## src/sv/itp_pkg.sv

```systemverilog
// shared types, character codes and precedence table for the infix to postfix converter
package itp_pkg;

    localparam logic [7:0] CH_PLUS   = 8'h2B;
    localparam logic [7:0] CH_MINUS  = 8'h2D;
    localparam logic [7:0] CH_STAR   = 8'h2A;
    localparam logic [7:0] CH_SLASH  = 8'h2F;
    localparam logic [7:0] CH_PCT    = 8'h25;
    localparam logic [7:0] CH_LPAREN = 8'h28;
    localparam logic [7:0] CH_RPAREN = 8'h29;
    localparam logic [7:0] CH_NUL    = 8'h00;

    typedef logic [2:0] rank_t;

    localparam rank_t RANK_NONE   = 3'd0;
    localparam rank_t RANK_PAREN  = 3'd1;
    localparam rank_t RANK_ADD    = 3'd2;
    localparam rank_t RANK_MUL    = 3'd4;

    typedef logic [1:0] fault_t;

    localparam fault_t FAULT_NONE      = 2'd0;
    localparam fault_t FAULT_UNMATCHED = 2'd1;
    localparam fault_t FAULT_OVERFLOW  = 2'd2;

    function automatic rank_t rank_of(input logic [7:0] c);
        rank_t r;
        case (c) inside
            CH_PLUS, CH_MINUS:          r = RANK_ADD;
            CH_STAR, CH_SLASH, CH_PCT:  r = RANK_MUL;
            CH_LPAREN:                  r = RANK_PAREN;
            default:                    r = RANK_NONE;
        endcase
        return r;
    endfunction

endpackage

```

## src/sv/infix_to_postfix_converter.sv

```systemverilog
// infix to postfix converter: operator stack with a small pop/push sequencer
// an operand is registered on acceptance and written to the output register from S_OPERAND;
// the input is stalled while a character is worked on: operands pass through S_OPERAND,
//   operators through S_OPPOP then S_PUSH, parentheses through S_PUSH or S_CLOSE; on the last
//   character S_FLUSH pops each entry, then the terminator; any result waits on out_stall
// reset: asynchronous, active low; clears sequencer, stack count and output valid,
//   stack contents are left as they are
module infix_to_postfix_converter
    import itp_pkg::*;
#(
    parameter int STACK_DEPTH = 16
) (
    input  logic       clk,
    input  logic       rst_n,
    input  logic       in_valid,
    output logic       in_stall,
    input  logic [7:0] in_char,
    input  logic       expr_last,
    output logic       out_valid,
    input  logic       out_stall,
    output logic [7:0] out_char,
    output logic       run_last,
    output logic [1:0] fault
);

    localparam int CW = $clog2(STACK_DEPTH + 1);
    localparam int IW = $clog2(STACK_DEPTH);

    typedef enum logic [2:0] {
        S_IDLE,
        S_OPERAND,
        S_OPPOP,
        S_PUSH,
        S_CLOSE,
        S_FLUSH
    } state_t;

    state_t         state_reg, state_next;
    logic [7:0]     ch_reg, ch_next;
    logic           last_reg, last_next;
    logic [CW-1:0]  count_reg, count_next;
    logic [7:0]     top_reg, top_next;
    logic           out_valid_reg, out_valid_next;
    logic [7:0]     out_char_reg, out_char_next;
    logic           run_last_reg, run_last_next;
    fault_t         fault_reg, fault_next;

    logic [7:0]     stack_mem [STACK_DEPTH];

    logic           slot_free;
    logic           push_en;
    logic [7:0]     below_reg;
    logic           has_below;
    logic           stack_full;
    rank_t          ch_rank;
    state_t         done_state;

    assign slot_free  = !out_valid_reg || !out_stall;
    assign has_below  = count_reg > CW'(1);
    assign stack_full = count_reg >= CW'(STACK_DEPTH);
    assign ch_rank    = rank_of(ch_reg);
    assign done_state = last_reg ? S_FLUSH : S_IDLE;

    assign in_stall  = state_reg != S_IDLE;
    assign out_valid = out_valid_reg;
    assign out_char  = out_char_reg;
    assign run_last  = run_last_reg;
    assign fault     = fault_reg;

    always_comb
    begin
        state_next     = state_reg;
        ch_next        = ch_reg;
        last_next      = last_reg;
        count_next     = count_reg;
        top_next       = top_reg;
        out_valid_next = out_valid_reg && out_stall;
        out_char_next  = out_char_reg;
        run_last_next  = run_last_reg;
        fault_next     = fault_reg;
        push_en        = 1'b0;

        unique case (state_reg)
            S_IDLE:
            begin
                if (in_valid)
                begin
                    ch_next   = in_char;
                    last_next = expr_last;
                    case (in_char) inside
                        CH_LPAREN:                                     state_next = S_PUSH;
                        CH_RPAREN:                                     state_next = S_CLOSE;
                        CH_PLUS, CH_MINUS, CH_STAR, CH_SLASH, CH_PCT:  state_next = S_OPPOP;
                        default:                                       state_next = S_OPERAND;
                    endcase
                end
            end
            S_OPERAND:
            begin
                if (slot_free)
                begin
                    out_valid_next = 1'b1;
                    out_char_next  = ch_reg;
                    run_last_next  = !last_reg;
                    fault_next     = FAULT_NONE;
                    state_next     = done_state;
                end
            end
            S_OPPOP:
            begin
                if (count_reg != '0 && rank_of(top_reg) >= ch_rank)
                begin
                    if (slot_free)
                    begin
                        out_valid_next = 1'b1;
                        out_char_next  = top_reg;
                        // last result only if the following push succeeds quietly
                        run_last_next  = !last_reg
                                         && !(has_below && rank_of(below_reg) >= ch_rank);
                        fault_next     = FAULT_NONE;
                        top_next       = below_reg;
                        count_next     = count_reg - CW'(1);
                    end
                end
                else
                begin
                    state_next = S_PUSH;
                end
            end
            S_PUSH:
            begin
                if (!stack_full)
                begin
                    push_en    = 1'b1;
                    top_next   = ch_reg;
                    count_next = count_reg + CW'(1);
                    state_next = done_state;
                end
                else if (slot_free)
                begin
                    out_valid_next = 1'b1;
                    out_char_next  = ch_reg;
                    run_last_next  = !last_reg;
                    fault_next     = FAULT_OVERFLOW;
                    state_next     = done_state;
                end
            end
            S_CLOSE:
            begin
                if (count_reg == '0)
                begin
                    if (slot_free)
                    begin
                        out_valid_next = 1'b1;
                        out_char_next  = ch_reg;
                        run_last_next  = !last_reg;
                        fault_next     = FAULT_UNMATCHED;
                        state_next     = done_state;
                    end
                end
                else if (top_reg == CH_LPAREN)
                begin
                    // matching open parenthesis is dropped
                    top_next   = below_reg;
                    count_next = count_reg - CW'(1);
                    state_next = done_state;
                end
                else if (slot_free)
                begin
                    out_valid_next = 1'b1;
                    out_char_next  = top_reg;
                    run_last_next  = !last_reg && has_below && below_reg == CH_LPAREN;
                    fault_next     = FAULT_NONE;
                    top_next       = below_reg;
                    count_next     = count_reg - CW'(1);
                end
            end
            S_FLUSH:
            begin
                if (slot_free)
                begin
                    out_valid_next = 1'b1;
                    fault_next     = FAULT_NONE;
                    if (count_reg != '0)
                    begin
                        out_char_next = top_reg;
                        run_last_next = 1'b0;
                        top_next      = below_reg;
                        count_next    = count_reg - CW'(1);
                    end
                    else
                    begin
                        out_char_next = CH_NUL;
                        run_last_next = 1'b1;
                        state_next    = S_IDLE;
                    end
                end
            end
            default:
            begin
                state_next = S_IDLE;
            end
        endcase
    end

    always_ff @(posedge clk or negedge rst_n)
    begin
        if (!rst_n)
        begin
            state_reg     <= S_IDLE;
            ch_reg        <= '0;
            last_reg      <= 1'b0;
            count_reg     <= '0;
            top_reg       <= '0;
            out_valid_reg <= 1'b0;
            out_char_reg  <= '0;
            run_last_reg  <= 1'b0;
            fault_reg     <= FAULT_NONE;
        end
        else
        begin
            state_reg     <= state_next;
            ch_reg        <= ch_next;
            last_reg      <= last_next;
            count_reg     <= count_next;
            top_reg       <= top_next;
            out_valid_reg <= out_valid_next;
            out_char_reg  <= out_char_next;
            run_last_reg  <= run_last_next;
            fault_reg     <= fault_next;
        end
    end

    // entry under the next top is fetched ahead, never the slot being pushed
    always_ff @(posedge clk)
    begin
        if (push_en)
        begin
            stack_mem[IW'(count_reg)] <= ch_reg;
        end
        below_reg <= stack_mem[IW'(count_next - CW'(2))];
    end

endmodule

```

## config.mk

```make
export PLATFORM = sky130hd
export DESIGN_NAME = infix_to_postfix_converter
export DESIGN_NICKNAME = d
export VERILOG_FILES = /design/src/sv/itp_pkg.sv /design/src/sv/infix_to_postfix_converter.sv
export SDC_FILE = /design/constraint.sdc
export NUM_CORES = 1
export LEC_CHECK = 0
export BUFFER_PORTS_ARGS = -buffer_cell sky130_fd_sc_hd__clkbuf_2
export CAP_MARGIN = 20
export CELL_PAD_IN_SITES_DETAIL_PLACEMENT = 1
export CELL_PAD_IN_SITES_GLOBAL_PLACEMENT = 1
export CORE_MARGIN = 4
export CORE_UTILIZATION = 53
export CTS_BUF_LIST = sky130_fd_sc_hd__clkbuf_2
export CTS_CLUSTER_SIZE = 14
export DETAILED_ROUTE_END_ITERATION = 8
export PLACE_DENSITY = 0.92
export REMOVE_ABC_BUFFERS = 1
export SKIP_LAST_GASP = 1
export SYNTH_ARGS = -nofsm -noshare
export SYNTH_HDL_FRONTEND = slang
export SYNTH_SLANG_ARGS = --single-unit
```

## constraint.sdc

```tcl
create_clock -name clk -period 4.9 [get_ports clk]
set_clock_uncertainty 0.15 [all_clocks]
set_input_delay 0 -clock clk [delete_from_list [all_inputs] [get_ports clk]]
set_output_delay 0 -clock clk [all_outputs]
set_load 0.02 [all_outputs]
```

Yosys cells after proc, flatten, opt, wreduce, memory -nomap -nowiden. Memory sizes are Yosys's and may differ from the RTL's. A register that Yosys moved wholly into a read port is not among the register bits. Cells that the tools add are included.

Bits in registers: 37. Memory bits (writable): 128. Output and inout bits: 13. Word-level logic and storage cells: 173. Memories kept: 1.

Add/sub/neg operators: 3. Magnitude comparators: 4. Equality and inequality tests: 45. Mux-type cells: 79. Reduce and logical (&&, ||, !) cells: 32.

Memories: stack_mem (words 16, width 8, rd ports 1, clocked after Yosys merged registers in 1, write ports 1, line infix_to_postfix_converter.sv:48) `logic [7:0] stack_mem [STACK_DEPTH];`.

Operators with widths (number): $eq 8x6->1 const B (25); $mux 8 (15); $mux 3 (21); $pmux 8 s5 (1); $mux 5 (7); $pmux 8 s4 (1); $ne 2x2->1 const B (11); $mux 1 (21); $pmux 5 s4 (1); $pmux 3 s6 (1); $mux 2 (8); $ne 3x3->1 const B (4); $reduce_and 6->1 (2); $reduce_and 5->1 (2); $reduce_bool 5->1 (2); $reduce_or 3->1 (3); $pmux 2 s4 (1); $reduce_bool 4->1 (2); $reduce_or 2->1 (4); $reduce_and 7->1 (1); $eq 3x2->1 const B (2); $eq 3x3->1 const B (2); $ge 3x3->1 (2); $logic_and 1x1->1 (6); 15 further kinds (18).

Logic depth before layout (Yosys ltp). Gate-level depths: netlist of the first run.

Word-level depth: 16. Gate-level depth with buffers: 19.

Least setup slack after synthesis of the first run. OpenSTA, ideal clock, no wires.

Kind: reg2reg. Start point: register ch_reg[4]. End point: register below_reg[5] (read register of stack_mem). Library setup time: 134 ps. Arrival time: 4181 ps. Data required time: 4616 ps. Setup slack: 435 ps. Cell stages (with the launch flop): 18. Buffers on the path: 3. Clock period less this slack: 4465 ps. Cells stage by stage: dfrtp_1 nor4b_1 nand2_1 nor4_1 ha_1 nand2b_1 a31oi_1 a211o_1 a221oi_4 nand2_2 buf_6 buf_2 inv_1 ha_1 inv_1 clkbuf_1 a2111oi_0 or4_1.

Cells in the longest elaborated chain, start to end: 9.

Ends and longest elaborated chain: start, declared (line infix_to_postfix_converter.sv:39) `logic [7:0] ch_reg, ch_next;`; start signal, assigned (line infix_to_postfix_converter.sv:223) `ch_reg <= ch_next;`; $eq 8x6->1 (line infix_to_postfix_converter.sv:61) `assign ch_rank = rank_of(ch_reg);`; $reduce_or 3->1 / $mux 1 (equally long branches) (line itp_pkg.sv:28) `case (c) inside`; $mux 3 (line itp_pkg.sv:28); $mux 3 (*) (line itp_pkg.sv:28); $ge 3x3->1 (*) (line infix_to_postfix_converter.sv:111) `if (count_reg != '0 && rank_of(top_reg) >= ch_rank)`; $logic_and 1x1->1 (*) (line infix_to_postfix_converter.sv:111); $mux 5 (*) (line infix_to_postfix_converter.sv:111); $pmux 5 s4 (*) (line infix_to_postfix_converter.sv:83) `unique case (state_reg)`; named net count_next[1] (line infix_to_postfix_converter.sv:41) `logic [CW-1:0] count_reg, count_next;`; $sub 4x2->4 (*) (line infix_to_postfix_converter.sv:241) `below_reg <= stack_mem[IW'(count_next - CW'(2))];`; end, declared (line infix_to_postfix_converter.sv:52) `logic [7:0] below_reg;`.

Mark *: on every way through the listed nets, which the timed path passes. The rest lies on a longest branch. A chain may end at the register's enable or synchronous reset.

Final worst setup path of the first run.
Start point: register top_reg[1]. End point: register below_reg[6] (read register of stack_mem).

Cells in the longest elaborated chain, start to end: 10.

Ends and longest elaborated chain: start, declared (line infix_to_postfix_converter.sv:42) `logic [7:0] top_reg, top_next;`; start signal, assigned (line infix_to_postfix_converter.sv:226) `top_reg <= top_next;`; $eq 8x6->1 (on tied branches) (line infix_to_postfix_converter.sv:111, infix_to_postfix_converter.sv:161); $reduce_or 3->1 / $mux 1 (equally long branches) (line itp_pkg.sv:28); $mux 3 (2 in series) (line itp_pkg.sv:28); $mux 3 (line infix_to_postfix_converter.sv:83); $ge 3x3->1 (line infix_to_postfix_converter.sv:111); $logic_and 1x1->1 (line infix_to_postfix_converter.sv:111); $mux 5 (line infix_to_postfix_converter.sv:111); $pmux 5 s4 (*) (line infix_to_postfix_converter.sv:83); $sub 4x2->4 (*) (line infix_to_postfix_converter.sv:241).

Every way passes the cells marked *; elsewhere a longest branch is shown, timed or not. The select of a mux whose other input is x is not followed.

==> flow_summary.toml, run 1 <==
[finish]
final_cell_area_mm2 = 0.00930
final_util = 0.614
seqCellArea_mm2 = 0.00493
largest_reg_flops = 128
nets = 747
fillers = 1482
drive_gt1_frac = 0.194
area_growth_pct = 14.1
regMostFlops = "stack_mem"
multiInputGateArea_mm2 = 0.00305

[place]
place_congestion = 0.952
post-place-ws_ns = -0.381
io_buffer_count = 25
dpl_cell_area_mm2 = 0.00855
dpl.hpwl_um = 15700

[grt]
grt_antenna_before_repair = 1
grt_pass1_wl_um = 39000
grt_overflow_total = 0
grt_use_total = 0.294
grt_pass1_vias = 6549
grt_max_degree = 66

[critical_path]
cp-start-kind = "flop"
critPathCaptureType = "flop"
r2r-start = "top_reg[1]$_DFFE_PN0P_"
timing.rr.end = "below_reg[6]$_DFF_P_"
path_delay_family = "simple AND/OR/NAND/NOR gates"
ff2ff_setup_slack_ns = -0.08
crit_type = "flop to flop"
worstPathArrival_ns = 5.59
slowest_stage = "a2111oi_0"
required_ns = 5.51
crit_buf_inv = 2
cp_slowest_stage_delay_ns = 0.77
r2r_cells = 13
cp_cell_sequence = "or4b_4 -> nor2_2 -> inv_2 -> ha_1 -> nand2b_1 -> a311oi_1 -> o2bb2ai_2 -> nor2_4 -> xnor2_4 -> buf_12 -> a211oi_1 -> a2111oi_0 -> or4_1"
worstPathMaxFanout = 48

[sta]
setup_viol = 3
final_hold_viol_count = 0
worstMarginPinSlew_ns = 0.905
fin_crit_ns = 4.98
whs_ns = 0.0939
setup_ws_ns = -0.0784
clock.fmax_ghz = 0.201
fin_crit_sh = 1.02
slew_viol_final = 0
maxSlewHeadroom = 0.381

[clock_network]
clock-root-buffer = "clkbuf_2"
cts_buffers = 17
htreeDepth = 4
cts_tree = "built"
clock-sinks = 173
cts_buffer_depth = 2
clk_latency_ns = 0.83
clk_pin_slew_worst_paths_ns = 0.28

[synthesis]
yosys_warnings = 0
ys.flop_type = "edfxtp_1"
synth_cell_type_count = 69
postSynthCellCount = 652
synth.most_common_cell = "edfxtp_1"
seq_area_frac_synth = 0.605
synth.top_cell.area_share = 0.472
synthTopCellsByArea = "edfxtp_1, dfrtp_1, mux2i_1"
synth.largest_area_cell = "edfxtp_1"
avgSynthCellArea_um2 = 12.5
synth_edf_count = 128
synthTopCellsByCount = "edfxtp_1, nand2_1, o21ai_0, a21oi_1, dfrtp_1"
synthArstFlopShare = 0.214
syn-cell-area_mm2 = 0.00815
synth_seq_cells = 173

[floorplan]
die_h_um = 132
die_w_um = 132
die_area_mm2 = 0.0174
io-pin-count = 26
rows = 45
coreArea_mm2 = 0.0151
initial_core_util = 0.538

[power_and_ir_drop]
p_leak_nw = 3.33
power_density_mw_per_mm2 = 677
vdd.ir_drop.worst_mv = 0.431
power_mw = 6.29

[run_status]
violations = "setup timing"
status = "complete, but fails checks"

[detailed_routing]
drc = 0
detail-route-antenna-nets = 0
wire_per_inst_um = 27.9
via_per_inst = 6.83
vias = 6326
drtPass1Iterations = 5
wirelength_um = 25800
first_iter_violations = 1011

[worst_hold_path]
hp-class = "input pin to flop"
hp-start = "in_char[3]"
worstHoldEndpoint = "state_reg[0]$_DFFE_PN0P_"
min_path_cells = 6

[job]
drv_cap = 0
-- cells in the final DEF, fill, tap and decap left out, drive strengths merged, types with 33 or more instances in the layout --
master / n
edfxtp: 128
nand2: 60
o21ai: 45
clkbuf: 42
a21oi: 38
dfrtp: 37
buf: 35
dlygate4sd3: 34
a211oi: 33
-- metal layers --
layer,vias to the layer above,global-route usage,share of wire
li1,2674,-,-
met1,3141,0.373,0.38
met2,401,0.483,0.49
met3,110,0.0573,0.078
met4,0,0.148,0.048
met5,-,0,0
-- how the worst max path moves through the flow --
stage | startpoint | end | depth (start not counted)
5_1_grt | top_reg[1]$_DFFE_PN0P_ | below_reg[3]$_DFF_P_ | 14
2_1_floorplan | ch_reg[4]$_DFFE_PN0P_ | below_reg[0]$_DFF_P_ | 11
3_5_place_dp | ch_reg[4]$_DFFE_PN0P_ | below_reg[2]$_DFF_P_ | 15
4_1_cts | ch_reg[2]$_DFFE_PN0P_ | below_reg[2]$_DFF_P_ | 17
6_report | top_reg[1]$_DFFE_PN0P_ | below_reg[6]$_DFF_P_ | 13
3_3_place_gp | ch_reg[4]$_DFFE_PN0P_ | below_reg[6]$_DFF_P_ | 15
-- where the power goes --
part           switching, mW  internal, mW  leakage, nW
registers              0.350          1.92         1.68
logic                   2.04          1.19         1.50
clock network          0.581         0.214        0.151
-- per-stage QoR --
step / cells / setup TNS, ns
CTS: 923 / 0
finish: 926 / -0.143
floorplan: 610 / -6.88
global placement: 851 / 0
detailed placement: 854 / -2.31
global route: 925 / -0.596
-- cells by family (layout without fill, tap and decap cells) --
logic type,after synthesis,after routing,share of synthesized area
AOI/OAI and AO/OA,183,183,0.160
xor gates and xnor gates,9,9,0.0115
adders and majority gates,11,11,0.0169
buffers and inverters,54,138,0.0322
DFF,173,173,0.605
muxes,42,42,0.0531
other,0,2,0
and+or+nand+nor,180,180,0.121
-- worst reg2reg max path: stages, from the launching register on --
cell and delay [ns]:
dfrtp_1 0.52, or4b_4 0.61, nor2_2 0.22, inv_2 0.09, ha_1 0.28, nand2b_1 0.19
a311oi_1 0.50, o2bb2ai_2 0.20, nor2_4 0.35, xnor2_4 0.32, buf_12 0.34, a211oi_1 0.15
a2111oi_0 0.77, or4_1 0.26
-- repair_timing --
action	CTS	global route
hold buffers	35	0
setup buffers	2	0
pin swaps	1	0
setup endpoints to repair	8	8
gates resized for setup	7	15
endpoints found under the hold margin	71	0
-- final cells by class --
type,instances,area share
antenna,2,0.000538
clock buffer,17,0.00915
clock inverter,15,0.0192
inverter,12,0.00525
multi-input combinational,425,0.328
sequential,173,0.531
tap,188,0.0253
timing repair buffer,94,0.0816
Note: power is estimated with default switching activity, not from simulation.
==> run 2: changes to the inputs <==
--- a/config.mk
+++ b/config.mk
@@ -5,12 +5,13 @@
 export SDC_FILE = /design/constraint.sdc
 export NUM_CORES = 1
 export LEC_CHECK = 0
+export ABC_AREA = 1
 export BUFFER_PORTS_ARGS = -buffer_cell sky130_fd_sc_hd__clkbuf_2
 export CAP_MARGIN = 20
 export CELL_PAD_IN_SITES_DETAIL_PLACEMENT = 1
 export CELL_PAD_IN_SITES_GLOBAL_PLACEMENT = 1
 export CORE_MARGIN = 4
-export CORE_UTILIZATION = 53
+export CORE_UTILIZATION = 50
 export CTS_BUF_LIST = sky130_fd_sc_hd__clkbuf_2
 export CTS_CLUSTER_SIZE = 14
 export DETAILED_ROUTE_END_ITERATION = 8
==> run 2 against run 1 <==
  * The run now ends clean
  * Via count grew 28%
  * Die area grew 17%
  * Hold slack gained 0.035 ns
  * Critical path depth grew 8
  * Global-route usage grew 0.65 points
  * Combinational power grew 19%
  * Clock power grew 24%
  * Design area grew 8.1%
  * Synthesized area grew 11%
  * Maximum frequency grew 8.9%
  * Non-clock buffer count shrank 13
  * Synthesized cell count grew 54%
  * Critical endpoint is now below_reg[4]$_DFF_P_
  * Largest cell class unchanged
==> flow_summary.toml, run 2 <==
[run_status]
status = "completed"

[finish]
final_util = 0.573
drive_gt1_frac = 0.114
regMostFlops = "stack_mem"
layout_commonest_cell = "inv_1"
layout_common_cells = "inv_1, nand2_1, nand3_1"
area_growth_pct = 11.1
nets = 1076
largest_reg_flops = 128
instances_no_fill = 1291

[critical_path]
ff2ff_setup_slack_ns = 0.33
cp-start-kind = "flop"
r2r-start = "ch_reg[1]$_DFFE_PN0P_"
slowest_stage = "dfrtp_2"
timing.rr.end = "below_reg[4]$_DFF_P_"
cp_cell_sequence = "inv_1 -> nor4_1 -> o31ai_1 -> ha_1 -> nand2_1 -> inv_1 -> nand2_1 -> nand2_1 -> nand3_2 -> inv_1 -> nand2_1 -> nand3b_1 -> a21oi_1 -> a32oi_1 -> inv_1 -> ha_1 -> buf_4 -> inv_1 -> nand3_1 -> nand3_1 -> nand2_1"
worstPathArrival_ns = 5.13
required_ns = 5.45
worstPathMaxFanout = 17
crit_type = "flop to flop"
cp_slowest_stage_delay_ns = 0.60
r2r_cells = 21
critPathCaptureType = "flop"

[sta]
slew_viol_final = 0
worstMarginPinSlew_ns = 0.961
maxSlewHeadroom = 0.357
fin_crit_sh = 0.933
clock.fmax_ghz = 0.219
setup_viol = 0
fin_crit_ns = 4.57
tns_ns = 0
final_hold_viol_count = 0

[grt]
grt_use_total = 0.300
globalRouteMet1Util = 0.395
met2_usage = 0.502
top_usage_layer = "met2"
grt_antenna_before_repair = 1
grt_pass1_wl_um = 46700
grt_pass1_vias = 8344
grt_max_degree = 66
grt_overflow_total = 0
gr-usage-met3 = 0.0467

[synthesis]
synth_seq_cells = 173
yosys_warnings = 0
postSynthCellCount = 1002
synth.largest_area_cell = "edfxtp_1"
synth_edf_count = 128
synth_cell_type_count = 45
synth.top_cell.area_share = 0.425
avgSynthCellArea_um2 = 9.03
synthTopCellsByCount = "inv_1, nand2_1, nand3_1, edfxtp_1, nand4_1"
ys.flop_type = "edfxtp_1"
seq_area_frac_synth = 0.545
syn-cell-area_mm2 = 0.00904
synthArstFlopShare = 0.214
synthTopCellsByArea = "edfxtp_1, dfrtp_1, inv_1"
synth.most_common_cell = "inv_1"

[detailed_routing]
detail-route-antenna-nets = 0
vias = 8084
drtPass1Iterations = 6
wirelength_um = 29500
via_per_inst = 6.26
wire_per_inst_um = 22.9
first_iter_violations = 869
drc = 0

[clock_network]
cts_buffers = 17
clk_pin_slew_worst_paths_ns = 0.27
clock-root-buffer = "clkbuf_2"
cts_buffer_depth = 2
htreeDepth = 4
cts_tree = "built"
clk_latency_ns = 0.79
clock-sinks = 173

[place]
dpl.hpwl_um = 18200
place_congestion = 0.990
io_buffer_count = 25
dp.cells = 1223

[floorplan]
initial_core_util = 0.516
io-pin-count = 26
coreArea_mm2 = 0.0175
die_h_um = 143
rows = 48
die_area_mm2 = 0.0203
die_w_um = 143

[power_and_ir_drop]
vdd.ir_drop.worst_mv = 0.558
power_mw = 6.98
power_density_mw_per_mm2 = 695
p_leak_nw = 4.40

[job]
drv_cap = 0

[worst_hold_path]
hp-class = "input pin to async pin"
run 2: cell count changes after synthesis, sizes merged, moves of 14 or more:
cell,before,now
a2111oi,32,0
a211oi,33,1
a21oi,38,16
and3,32,0
buf,23,37
inv,12,192
mux2i,32,0
nand2,60,185
nand3,3,139
nand4,2,75
nor2,30,53
run 2: routing by layer:
metal	share of wire	wire length (µm)	vias up
li1	-	-	3529
met1	0.40	11700	4032
met2	0.49	14500	403
met3	0.070	2080	120
met4	0.041	1210	0
met5	0	0	-
run 2: layout make-up:
class	instances	area, µm²
repair buffers	81	653
clock buffers	18	90.1
well taps	225	282
multi-input cells	587	3130
fillers	2045	7480
inverters	192	721
flip-flops and latches	173	4930
clock inverters	14	241
diodes	1	2.50
run 2: critical path: cells and delay by family (launching register included):
family / cells / cell delay, ns
buffers and inverters: 6 / 1.06
flip-flops: 1 / 0.60
AND/OR/NAND/NOR: 10 / 1.46
AO/OA/AOI/OAI: 3 / 0.56
adder cells (fa/ha/maj): 2 / 0.69
run 2: power by group:
group	switching [mW]	internal, mW	total, mW
clock network	0.541	0.443	0.984
registers	0.260	1.91	2.17
logic	2.70	1.13	3.83
total	3.50	3.48	6.98
run 2: kinds of logic (layout without fill, tap and decap cells):
kind of cell	Yosys count	in the layout	synth area share
and+or+nand+nor	471	471	0.254
buffers and inverters	242	305	0.111
DFF	173	173	0.545
AOI/OAI and AO/OA	103	103	0.0736
adders and majority gates	11	11	0.0152
xor gates and xnor gates	2	2	0.00194
other	0	1	0
run 2: stage by stage:
stage	hold slack, ns	worst slack [ns]	instance area (µm²)
2_1_floorplan	-0.446	-0.322	8770
3_3_place_gp	0.0415	0.949	9350
3_5_place_dp	0.0564	0.583	9360
4_1_cts	0.0467	0.323	10000
5_1_grt	0.0918	-0.0786	10100
6_report	0.129	0.327	10100
run 2: timing repair:
item / 4_1_cts / 5_1_grt
setup endpoints to repair: 0 / 8
endpoints found under the hold margin: 55 / 0
setup buffers: 0 / 0
resized for setup: 0 / 2
hold buffers: 35 / 0
run 2: worst max-delay path by stage:
stage	startpoint	endpoint	slack, ns
after global placement	ch_reg[3]$_DFFE_PN0P_	below_reg[7]$_DFF_P_	0.95
final	ch_reg[1]$_DFFE_PN0P_	below_reg[4]$_DFF_P_	0.33
after floorplan	ch_reg[2]$_DFFE_PN0P_	below_reg[6]$_DFF_P_	-0.32
after CTS	ch_reg[1]$_DFFE_PN0P_	below_reg[4]$_DFF_P_	0.32
after global routing	ch_reg[4]$_DFFE_PN0P_	below_reg[3]$_DFF_P_	-0.08
after detailed placement	ch_reg[1]$_DFFE_PN0P_	below_reg[4]$_DFF_P_	0.58
